`src/rtl/ppfs_pkg.sv`:
```
// Package with the shared types and constants of the parallel port frame sender.
package ppfs_pkg;

    localparam logic [7:0] SEND_COMMAND = 8'h11;

    localparam logic [19:0] TIMEOUT_RESET = 20'd100000;
    localparam logic [15:0] MAX_SIZE_RESET = 16'd1514;

    localparam int ADDR_BITS = 3;

    typedef enum logic [0:0] {
        REG_TIMEOUT_POLLS  = 1'b0,
        REG_MAX_FRAME_SIZE = 1'b1
    } reg_index_t;

    typedef enum logic [1:0] {
        ST_BUSY    = 2'd0,
        ST_SENT    = 2'd1,
        ST_BADLEN  = 2'd2,
        ST_TIMEOUT = 2'd3
    } status_t;

    typedef enum logic [3:0] {
        PH_IDLE        = 4'b0001,
        PH_WAIT_LOW    = 4'b0010,
        PH_WAIT_TOGGLE = 4'b0100,
        PH_WAIT_FINAL  = 4'b1000
    } phase_t;

    typedef struct packed {
        logic [7:0] port_data;
        logic       port_drive;
        logic       request;
        logic       select;
        logic       byte_taken;
        logic       done_res;
        status_t    status;
    } result_t;

endpackage

```
`src/rtl/parallel_port_frame_sender_core.sv`:
```
// Parallel port frame sender with a toggle handshake, an APB register port and a result buffer.
//
// Each input word is either a start request carrying the frame size or one poll tick
// carrying the sampled acknowledge level, and each input word yields exactly one result
// word. The word is handled in the cycle it is accepted and its result is registered into
// the output register, or into the second entry while the output side stalls, so the block
// takes one word per clock cycle while in_stall is low. A second output entry holds a
// result; input stall rises only when both entries are full. Every acknowledge wait is
// bounded by timeout_polls poll ticks (0 acts as 1), counted in a POLL_COUNT_BITS wide
// saturating counter. Registers: timeout_polls at address 0 and max_frame_size at address 4.
module parallel_port_frame_sender_core #(
    parameter int POLL_COUNT_BITS = 20
) (
    input  logic                          clk,
    input  logic                          rst_n,

    input  logic                          psel,
    input  logic                          penable,
    input  logic                          pwrite,
    input  logic [ppfs_pkg::ADDR_BITS-1:0] paddr,
    input  logic [31:0]                   pwdata,
    output logic [31:0]                   prdata,
    output logic                          pready,

    input  logic                          in_valid,
    output logic                          in_stall,
    input  logic                          kind,
    input  logic [15:0]                   frame_size,
    input  logic                          ack_level,
    input  logic [7:0]                    next_byte,

    output logic                          out_valid,
    input  logic                          out_stall,
    output logic [7:0]                    port_data,
    output logic                          port_drive,
    output logic                          request,
    output logic                          select,
    output logic                          byte_taken,
    output logic                          done_res,
    output logic [1:0]                    status
);

    localparam int CMP_W = ((POLL_COUNT_BITS > 20) ? POLL_COUNT_BITS : 20) + 1;

    logic [19:0]                 timeout_polls_reg;
    logic [15:0]                 max_frame_size_reg;

    ppfs_pkg::phase_t            phase_reg, phase_next;
    logic                        last_ack_reg, last_ack_next;
    logic                        request_level_reg, request_level_next;
    logic [16:0]                 bytes_left_reg, bytes_left_next;
    logic [15:0]                 size_hold_reg, size_hold_next;
    logic [POLL_COUNT_BITS-1:0]  poll_count_reg, poll_count_next;
    logic [7:0]                  bus_byte_reg, bus_byte_next;

    logic                        out_valid_reg;
    logic                        skid_valid_reg;
    ppfs_pkg::result_t           out_data_reg;
    ppfs_pkg::result_t           skid_data_reg;
    ppfs_pkg::result_t           res;

    logic                        accept;
    logic                        out_fire;
    logic                        out_free;
    logic                        cfg_write;
    ppfs_pkg::reg_index_t        cfg_index;

    logic [CMP_W-1:0]            limit_ext;
    logic [CMP_W-1:0]            count_plus;
    logic                        poll_fail;
    logic [POLL_COUNT_BITS-1:0]  poll_count_sat;
    logic [16:0]                 size_plus_two;
    logic [16:0]                 size_plus_one;
    logic [16:0]                 bytes_dec;
    logic                        sending;
    logic                        taken;
    logic                        done;
    ppfs_pkg::status_t           st;

    // Register port.
    assign pready    = 1'b1;
    assign cfg_index = ppfs_pkg::reg_index_t'(paddr[2]);
    assign cfg_write = psel && penable && pwrite;

    always_comb
    begin
        unique case (cfg_index)
            ppfs_pkg::REG_TIMEOUT_POLLS:  prdata = {12'd0, timeout_polls_reg};
            ppfs_pkg::REG_MAX_FRAME_SIZE: prdata = {16'd0, max_frame_size_reg};
            default:                      prdata = 32'd0;
        endcase
    end

    always_ff @(posedge clk or negedge rst_n)
    begin
        if (!rst_n)
        begin
            timeout_polls_reg  <= ppfs_pkg::TIMEOUT_RESET;
            max_frame_size_reg <= ppfs_pkg::MAX_SIZE_RESET;
        end
        else if (cfg_write)
        begin
            unique case (cfg_index)
                ppfs_pkg::REG_TIMEOUT_POLLS:  timeout_polls_reg  <= pwdata[19:0];
                ppfs_pkg::REG_MAX_FRAME_SIZE: max_frame_size_reg <= pwdata[15:0];
                default: ;
            endcase
        end
    end

    // Handshake and output buffering.
    assign in_stall = skid_valid_reg;
    assign accept   = in_valid && !in_stall;
    assign out_fire = out_valid_reg && !out_stall;
    assign out_free = out_fire || !out_valid_reg;

    // Timeout check for one failed poll.
    assign limit_ext      = (timeout_polls_reg == 20'd0) ? CMP_W'(1)
                                                         : CMP_W'(timeout_polls_reg);
    assign count_plus     = CMP_W'(poll_count_reg) + CMP_W'(1);
    assign poll_fail      = (count_plus >= limit_ext);
    assign poll_count_sat = (poll_count_reg == {POLL_COUNT_BITS{1'b1}})
                            ? poll_count_reg : poll_count_reg + POLL_COUNT_BITS'(1);

    assign size_plus_two = {1'b0, size_hold_reg} + 17'd2;
    assign size_plus_one = {1'b0, size_hold_reg} + 17'd1;
    assign bytes_dec     = (bytes_left_reg != 17'd0) ? bytes_left_reg - 17'd1
                                                     : bytes_left_reg;

    always_comb
    begin
        phase_next         = phase_reg;
        last_ack_next      = last_ack_reg;
        request_level_next = request_level_reg;
        bytes_left_next    = bytes_left_reg;
        size_hold_next     = size_hold_reg;
        poll_count_next    = poll_count_reg;
        bus_byte_next      = bus_byte_reg;
        taken              = 1'b0;
        done               = 1'b0;
        st                 = ppfs_pkg::ST_BUSY;

        unique case (phase_reg)
            ppfs_pkg::PH_IDLE:
            begin
                if (!kind)
                begin
                    if (frame_size == 16'd0 || frame_size > max_frame_size_reg)
                    begin
                        done = 1'b1;
                        st   = ppfs_pkg::ST_BADLEN;
                    end
                    else
                    begin
                        size_hold_next  = frame_size;
                        bytes_left_next = {1'b0, frame_size} + 17'd2;
                        poll_count_next = '0;
                        phase_next      = ppfs_pkg::PH_WAIT_LOW;
                    end
                end
            end
            ppfs_pkg::PH_WAIT_LOW:
            begin
                if (kind)
                begin
                    if (!ack_level)
                    begin
                        last_ack_next      = 1'b0;
                        bus_byte_next      = ppfs_pkg::SEND_COMMAND;
                        request_level_next = 1'b0;
                        poll_count_next    = '0;
                        phase_next         = ppfs_pkg::PH_WAIT_TOGGLE;
                    end
                    else if (poll_fail)
                    begin
                        phase_next         = ppfs_pkg::PH_IDLE;
                        request_level_next = 1'b0;
                        bytes_left_next    = '0;
                        poll_count_next    = '0;
                        done               = 1'b1;
                        st                 = ppfs_pkg::ST_TIMEOUT;
                    end
                    else
                    begin
                        poll_count_next = poll_count_sat;
                    end
                end
            end
            ppfs_pkg::PH_WAIT_TOGGLE:
            begin
                if (kind)
                begin
                    if (ack_level != last_ack_reg)
                    begin
                        last_ack_next = ack_level;
                        if (bytes_left_reg == size_plus_two)
                        begin
                            bus_byte_next = size_hold_reg[15:8];
                        end
                        else if (bytes_left_reg == size_plus_one)
                        begin
                            bus_byte_next = size_hold_reg[7:0];
                        end
                        else
                        begin
                            bus_byte_next = next_byte;
                            taken         = 1'b1;
                        end
                        request_level_next = !request_level_reg;
                        poll_count_next    = '0;
                        bytes_left_next    = bytes_dec;
                        if (bytes_dec == 17'd0)
                        begin
                            phase_next = ppfs_pkg::PH_WAIT_FINAL;
                        end
                    end
                    else if (poll_fail)
                    begin
                        phase_next         = ppfs_pkg::PH_IDLE;
                        request_level_next = 1'b0;
                        bytes_left_next    = '0;
                        poll_count_next    = '0;
                        done               = 1'b1;
                        st                 = ppfs_pkg::ST_TIMEOUT;
                    end
                    else
                    begin
                        poll_count_next = poll_count_sat;
                    end
                end
            end
            ppfs_pkg::PH_WAIT_FINAL:
            begin
                if (kind)
                begin
                    if (ack_level != last_ack_reg || poll_fail)
                    begin
                        if (ack_level != last_ack_reg)
                        begin
                            last_ack_next = ack_level;
                            st            = ppfs_pkg::ST_SENT;
                        end
                        else
                        begin
                            st = ppfs_pkg::ST_TIMEOUT;
                        end
                        phase_next         = ppfs_pkg::PH_IDLE;
                        request_level_next = 1'b0;
                        bytes_left_next    = '0;
                        poll_count_next    = '0;
                        done               = 1'b1;
                    end
                    else
                    begin
                        poll_count_next = poll_count_sat;
                    end
                end
            end
            default:
            begin
                phase_next = ppfs_pkg::PH_IDLE;
            end
        endcase
    end

    assign sending = (phase_next == ppfs_pkg::PH_WAIT_TOGGLE)
                  || (phase_next == ppfs_pkg::PH_WAIT_FINAL);

    always_comb
    begin
        res.port_data  = bus_byte_next;
        res.port_drive = sending;
        res.request    = sending && request_level_next;
        res.select     = sending;
        res.byte_taken = taken;
        res.done_res   = done;
        res.status     = st;
    end

    always_ff @(posedge clk or negedge rst_n)
    begin
        if (!rst_n)
        begin
            phase_reg         <= ppfs_pkg::PH_IDLE;
            last_ack_reg      <= 1'b0;
            request_level_reg <= 1'b0;
            bytes_left_reg    <= '0;
            size_hold_reg     <= '0;
            poll_count_reg    <= '0;
            bus_byte_reg      <= '0;
        end
        else if (accept)
        begin
            phase_reg         <= phase_next;
            last_ack_reg      <= last_ack_next;
            request_level_reg <= request_level_next;
            bytes_left_reg    <= bytes_left_next;
            size_hold_reg     <= size_hold_next;
            poll_count_reg    <= poll_count_next;
            bus_byte_reg      <= bus_byte_next;
        end
    end

    always_ff @(posedge clk or negedge rst_n)
    begin
        if (!rst_n)
        begin
            out_valid_reg  <= 1'b0;
            skid_valid_reg <= 1'b0;
        end
        else if (out_free)
        begin
            out_valid_reg  <= skid_valid_reg || accept;
            skid_valid_reg <= 1'b0;
        end
        else if (accept)
        begin
            skid_valid_reg <= 1'b1;
        end
    end

    always_ff @(posedge clk)
    begin
        if (out_free)
        begin
            if (skid_valid_reg)
            begin
                out_data_reg <= skid_data_reg;
            end
            else if (accept)
            begin
                out_data_reg <= res;
            end
        end
        else if (accept)
        begin
            skid_data_reg <= res;
        end
    end

    assign out_valid  = out_valid_reg;
    assign port_data  = out_data_reg.port_data;
    assign port_drive = out_data_reg.port_drive;
    assign request    = out_data_reg.request;
    assign select     = out_data_reg.select;
    assign byte_taken = out_data_reg.byte_taken;
    assign done_res   = out_data_reg.done_res;
    assign status     = out_data_reg.status;

    // The second entry is only ever filled behind a full output register.
    a_skid_behind_out: assert property (@(posedge clk) disable iff (!rst_n)
        skid_valid_reg |-> out_valid_reg)
        else $error("Skid entry holds a word while the output register is empty.");

    // A word that ends a frame attempt leaves the sender idle.
    a_done_idle: assert property (@(posedge clk) disable iff (!rst_n)
        (accept && res.done_res) |=> (phase_reg == ppfs_pkg::PH_IDLE))
        else $error("Frame attempt ended but the sender is not idle.");

    // A consumed frame byte always comes with a request toggle.
    a_taken_toggles: assert property (@(posedge clk) disable iff (!rst_n)
        (accept && res.byte_taken) |=> (request_level_reg != $past(request_level_reg)))
        else $error("Frame byte taken without a request toggle.");

    // A final status is reported exactly on the word that ends the attempt.
    a_status_done: assert property (@(posedge clk) disable iff (!rst_n)
        out_valid_reg |-> ((out_data_reg.status != ppfs_pkg::ST_BUSY) == out_data_reg.done_res))
        else $error("Status and done flag disagree.");

endmodule
```
`config.mk`:
```
export PLATFORM = sky130hd
export DESIGN_NAME = parallel_port_frame_sender_core
export DESIGN_NICKNAME = d
export VERILOG_FILES = /design/src/rtl/ppfs_pkg.sv /design/src/rtl/parallel_port_frame_sender_core.sv
export SDC_FILE = /design/constraint.sdc
export NUM_CORES = 1
export LEC_CHECK = 0
export BUFFER_PORTS_ARGS = -buffer_cell sky130_fd_sc_hd__buf_2
export CAP_MARGIN = 20
export CORE_MARGIN = 2
export CORE_UTILIZATION = 60
export DETAILED_ROUTE_END_ITERATION = 12
export PLACE_DENSITY = 0.87
export SKIP_LAST_GASP = 1
export SLEW_MARGIN = 20
export SYNTH_ARGS = -nofsm -noshare
export SYNTH_HDL_FRONTEND = slang
export SYNTH_SLANG_ARGS = --single-unit
```
`constraint.sdc`:
```
create_clock -name clk -period 8.2 [get_ports clk]
set_input_delay 0.41 -clock clk [delete_from_list [all_inputs] [get_ports clk]]
set_output_delay 0.41 -clock clk [all_outputs]
set_load 0.005 [all_outputs]
```
==> After elaboration in Yosys (flattened, before gate mapping) <==
Index checks and enable logic that the tools add are counted.
{ "totals": {"ff_bits": 134, "inputBits": 68, "elab_cells": 171} }
{ "op_classes": {"n_addsub": 6, "order_cmp": 2, "n_eq_ne": 18, "muxes": 87, "bitwise": 4, "reduce_logical": 30} }
{ "op_table": {"columns": ["cell", "count"], "rows": [
  ["20-bit two-way mux", 11],
  ["17-bit two-way mux", 10],
  ["20-bit case mux with 4 select lines", 1],
  ["17-bit case mux with 4 select lines", 1],
  ["32-bit case mux with 2 select lines", 1],
  ["8-bit two-way mux", 6],
  ["4-bit two-way mux", 10],
  ["16-bit by 2-bit adder with 17-bit output, second input constant", 2],
  ["17-bit == test", 2],
  ["15-bit two-way mux", 2],
  ["1-bit two-way mux", 29],
  ["20-bit by 1-bit adder with 21-bit output, second input constant", 1],
  ["21-bit by 20-bit >= comparator with 1-bit output", 1],
  ["20-bit by 1-bit adder with 20-bit output, second input constant", 1],
  ["20-bit == test, second input constant", 1],
  ["20-bit logical NOT", 1],
  ["2-bit two-way mux", 10],
  ["16-bit by 1-bit adder with 17-bit output, second input constant", 1],
  ["17-bit logical NOT", 1],
  ["17-bit nonzero test", 1],
  ["17-bit by 1-bit subtractor with 17-bit output, second input constant", 1],
  ["16-bit greater-than comparator", 1],
  ["16-bit logical NOT", 1],
  ["2-bit != test, second input constant", 8],
  ["other kinds (21)", 43]
]} }

==> Longest topological paths before layout <==
{ "logic_depth": {"word_depth": 12, "ltp_mapped": 22, "ltp_nobuf": 19} }

==> Worst setup path after synthesis <==
OpenSTA, ideal clock, no wires.
{ "synth_timing": {"kind": "flip-flop to flip-flop", "start": "reg poll_count_reg[0]", "end": "reg poll_count_reg[10]", "t_arrival_ns": 3.959, "setup_slack_ns": 4.113, "stages_incl_launch_ff": 22, "period_less_slack_ns": 4.087, "path_cell_list": "dfrtp_1 > ha_1 > inv_1 > nor2_1 > and4_1 > clkbuf_1 > nand3_1 > nor3_1 > nand3_1 > xor2_1 > inv_1 > ha_1 > nand3_1 > nor4_1 > and3_1 > nor2_1 > clkbuf_1 > nand2_1 > clkbuf_1 > nor2_1 > o21ai_0 > o31ai_1"} }
{ "synth_between": {"elab_chain_len": 6} }
{ "synth_lines": {"columns": ["element", "line", "text"], "rows": [
  ["start, declared", "parallel_port_frame_sender_core.sv:53", "logic [POLL_COUNT_BITS-1:0] poll_count_reg, poll_count_next;"],
  ["start signal, assigned", "parallel_port_frame_sender_core.sv:299", "poll_count_reg <= poll_count_next;"],
  ["20-bit by 1-bit adder with 21-bit output, or another cell as far along", "parallel_port_frame_sender_core.sv:120", "assign count_plus = CMP_W'(poll_count_reg) + CMP_W'(1);"],
  ["21-bit by 20-bit >= comparator with 1-bit output / 20-bit two-way mux (equally long branches)", "parallel_port_frame_sender_core.sv:121, parallel_port_frame_sender_core.sv:123", null],
  ["20-bit two-way mux / 1-bit logical OR (equally long branches)", "parallel_port_frame_sender_core.sv:174, parallel_port_frame_sender_core.sv:217, parallel_port_frame_sender_core.sv:236", null],
  ["20-bit two-way mux, on equally long branches", "parallel_port_frame_sender_core.sv:193, parallel_port_frame_sender_core.sv:166, parallel_port_frame_sender_core.sv:236", null],
  ["20-bit two-way mux, on equally long branches", "parallel_port_frame_sender_core.sv:191, parallel_port_frame_sender_core.sv:164, parallel_port_frame_sender_core.sv:234", null],
  ["20-bit case mux with 4 select lines *", "parallel_port_frame_sender_core.sv:143", "unique case (phase_reg)"]
]} }
Mark *: on every way between the ends. The rest lies on a longest branch, timed or not. The select of a mux whose other input is x is not followed.
A chain may end at the register's enable or synchronous reset.

==> Worst setup path after layout <==
{ "layout_timing": {"start": "reg poll_count_reg[0]", "end": "reg bytes_left_reg[9]"} }
{ "layout_between": {"elab_chain_len": 6} }
{ "layout_lines": {"columns": ["element", "line", "text"], "rows": [
  ["20-bit by 1-bit adder with 21-bit output *", "parallel_port_frame_sender_core.sv:120", null],
  ["21-bit by 20-bit >= comparator with 1-bit output *", "parallel_port_frame_sender_core.sv:121", "assign poll_fail = (count_plus >= limit_ext);"],
  ["17-bit two-way mux", null, null],
  ["17-bit two-way mux, on equally long branches (2 in series)", null, null],
  ["17-bit case mux with 4 select lines", null, null],
  ["end signal, assigned", "parallel_port_frame_sender_core.sv:297", "bytes_left_reg <= bytes_left_next;"],
  ["end, declared", "parallel_port_frame_sender_core.sv:51", "logic [16:0] bytes_left_reg, bytes_left_next;"]
]} }
Marks and branches as above.

==> flow_summary.json <==
{
  "clk-insertion-delay-late_ns": 0.43,
  "nets": 1229,
  "final-max-slew-violation-count": 0,
  "setup_tns_ns": 0,
  "ys_dominant_reg_cell": "sky130_fd_sc_hd__dfrtp_1",
  "routed-via-count": 8718,
  "drt_pass1_iterations": 6,
  "layout_min_cycle_time_ns": 5.07,
  "core_um2": 15800,
  "critPathKind": "reg2reg",
  "syn_area_um2": 9680,
  "run_status": "finished, final reports clean",
  "floorplan.die.width_um": 131,
  "clk_path_buf_depth": 2,
  "ys_seq_area_share_pct": 36.0,
  "layout-area-overhead-vs-synth_pct": 9.97,
  "cellLeakagePower_uw": 0.00464,
  "layout.area.seq_um2": 3490,
  "cell_type_with_the_highest_aggregate_area_in_the_netlist": "sky130_fd_sc_hd__dfrtp_1",
  "floorplan.rows": 46,
  "hpwlAfterDp_mm": 19.1,
  "critical_path_required_ns": 8.52,
  "report.power.total_uw": 3000,
  "synth_enable_flop_cells": 28,
  "synth_top_cells_by_count": "sky130_fd_sc_hd__nand2_1, sky130_fd_sc_hd__dfrtp_1, sky130_fd_sc_hd__o21ai_0",
  "ys_ff_latch": 133,
  "yosysWarnings": 0,
  "critical-path-top-cell-by-count": "sky130_fd_sc_hd__nand3_1",
  "arrival_time_reported_for_the_critical_path_endpoint_ns": 5.39,
  "drv_cap": 0,
  "share_of_cells_above_drive_strength_1_pct": 22.3,
  "first_global_vias": 8491,
  "crit_chain": "ha_1, inv_1, nor2_1, and4_1, nand3_1, nor3_1, nand3_1, xor2_1, inv_1, ha_1, nand3_1, nor4_1, nand2_1, nand4_1, a2111oi_0, a21oi_1, nand3_1, a221o_1",
  "crit_path_max_incr_delay_ns": 0.50,
  "number_of_antenna_violations_at_the_first_check_in_global_routing": 1,
  "hold_viol_final": 0,
  "yosysTopAreaCellShare_pct": 23.5,
  "grt_max_degree": 69,
  "synth_most_common_cell": "sky130_fd_sc_hd__nand2_1",
  "crit_fanout": 13,
  "clk_transition_reported_paths_ns": 0.07,
  "ant_nets": 0,
  "cp_slowest_cell": "sky130_fd_sc_hd__nand3_1",
  "worstMarginPinSlew_ns": 1.11,
  "port-buffer-count": 90,
  "grt-ovfl-total": 0,
  "global_route.usage.total_pct": 32.3,
  "hold-worst-slack_ns": 0.208,
  "mean_instance_size_in_the_synthesized_netlist_um2": 9.11,
  "routedWlPerCell_um": 20.1,
  "multiInputGateArea_um2": 5590,
  "cts_root_buf": "sky130_fd_sc_hd__clkbuf_16",
  "timing.clock.skew_ns": 0.00839,
  "period_share_pct": 61.9,
  "total_wirelength_mm": 27.1,
  "pin_count": 118,
  "end_kind": "flop",
  "detail_route.drc_violations": 0,
  "rsz0062_at_grt": "no",
  "asyncSetResetFlopFracSynth_pct": 78.9,
  "starting_drc_count_in_detailed_routing": 754,
  "holdCritPathClass": "in2reg",
  "clkSinkCount": 133,
  "cts_resized": 0,
  "cts_made_buffers": 17,
  "worst_hold_startpoint": "pwdata[19]",
  "max_clock_freq_mhz": 197,
  "clock_tree_from_tritoncts": "built",
  "ir_drop_mv": 0.181,
  "synth_top_cells_by_area": "sky130_fd_sc_hd__dfrtp_1, sky130_fd_sc_hd__edfxtp_1, sky130_fd_sc_hd__mux2_2",
  "vias_per_cell": 6.46,
  "critical_path.reg2reg.endpoint": "bytes_left_reg[9]",
  "worst_hold_path.endpoint": "timeout_polls_reg[19]",
  "wire_length_of_the_first_global_routing_pass_mm": 42.9,
  "r2r.worst_path.cells": 18,
  "final_core_utilization_pct": 67.3,
  "postCtsSetupRepairBufs": 0,
  "die_y_um": 131,
  "place.gp.congestion": 0.966,
  "cp-start-kind": "flop",
  "ctsHoldBuffers": 1,
  "die_area_um2": 17200,
  "initial_utilization_pct": 61.2,
  "worst_hold_path.num_cells": 2,
  "reg2reg_slack_ns": 3.13,
  "fillers": 1233,
  "powerDensity_nw_per_um2": 282,
  "cts-htree-levels": 4,
  "cell_count_after_synthesis": 1063,
  "reg2reg_from": "poll_count_reg[0]",
  "max_slew_margin_pct": 25.5,
  "yosys.cell_types.count": 90,
  "finalSetupViolations": 0
}
==> area by class of cell <==
| class | count | share of cell area [%] |
|---|---|---|
| clock inverters | 15 | 1.46 |
| flip-flops and latches | 133 | 32.7 |
| well taps | 216 | 2.54 |
| inverters | 54 | 1.90 |
| multi-input cells | 816 | 52.5 |
| clock buffers | 17 | 4.00 |
| repair buffers | 97 | 4.81 |
| diodes | 2 | 0.0470 |
==> worst max-delay path by stage <==
stage	endpoint	slack, ns	start	cells past startpoint
2_1_floorplan	poll_count_reg[10]	4.11	poll_count_reg[0]	21
3_3_place_gp	bytes_left_reg[9]	3.27	poll_count_reg[0]	17
3_5_place_dp	bytes_left_reg[9]	3.25	poll_count_reg[0]	18
4_1_cts	bytes_left_reg[9]	3.19	poll_count_reg[0]	18
5_1_grt	bytes_left_reg[9]	2.75	poll_count_reg[0]	19
6_report	bytes_left_reg[9]	3.13	poll_count_reg[0]	18
==> power breakdown <==
part	internal (uW)	switching [uW]	total, uW	leakage [uW]
Combinational	474	621	1100	0.00277
Sequential	829	311	1140	0.00157
Clock	450	315	765	0.000292
==> per-layer routing <==
metal | wire [um] | vias up | GRT usage, %
met3 | 2260 | 110 | 6.43
li1 | - | 3967 | -
met1 | 10700 | 4133 | 40.9
met2 | 12800 | 508 | 52.5
met5 | 0 | - | 0
met4 | 1320 | 0 | 17.3
==> placed cells by master, fill, tap and decap left out, drive strengths merged, types with 34 or more instances in the layout <==
cell type  netlist  routed
nand2          118     118
mux2            69      69
nand3           34      34
ha              42      42
inv             54      58
a21oi           42      42
o21ai           75      75
nor2            73      73
dfrtp           91      91
buf             33      96
xor2            35      35
==> stage by stage <==
stage / setup WS (ns) / cell area, um^2 / std cells
after floorplan: 4.11 / 9720 / 1074
after global placement: 3.27 / 10000 / 1314
after detailed placement: 3.25 / 10000 / 1314
after CTS: 3.19 / 10600 / 1347
after global routing: 2.75 / 10600 / 1349
final: 3.13 / 10600 / 1350
==> worst max-delay path, delay by kind of cell (launching register included) <==
| family | cells | cell delay, ns |
|---|---|---|
| AND/OR/NAND/NOR | 10 | 2.70 |
| adder cells (fa/ha/maj) | 2 | 0.56 |
| XOR/XNOR | 1 | 0.20 |
| AO/OA/AOI/OAI | 3 | 0.92 |
| flip-flops | 1 | 0.43 |
| buffers and inverters | 2 | 0.15 |
==> cells by family (layout without fill, tap and decap cells) <==
family,count (synthesis),in the layout,synth area share [%]
xor gates and xnor gates,63,63,5.78
AOI/OAI and AO/OA,248,248,17.2
DFF,133,133,36.0
other,2,15,0.0776
and+or+nand+nor,377,377,20.4
muxes,73,73,8.44
buffers and inverters,125,183,6.71
adders and majority gates,42,42,5.43
Note: power is estimated with default switching activity, not from simulation.
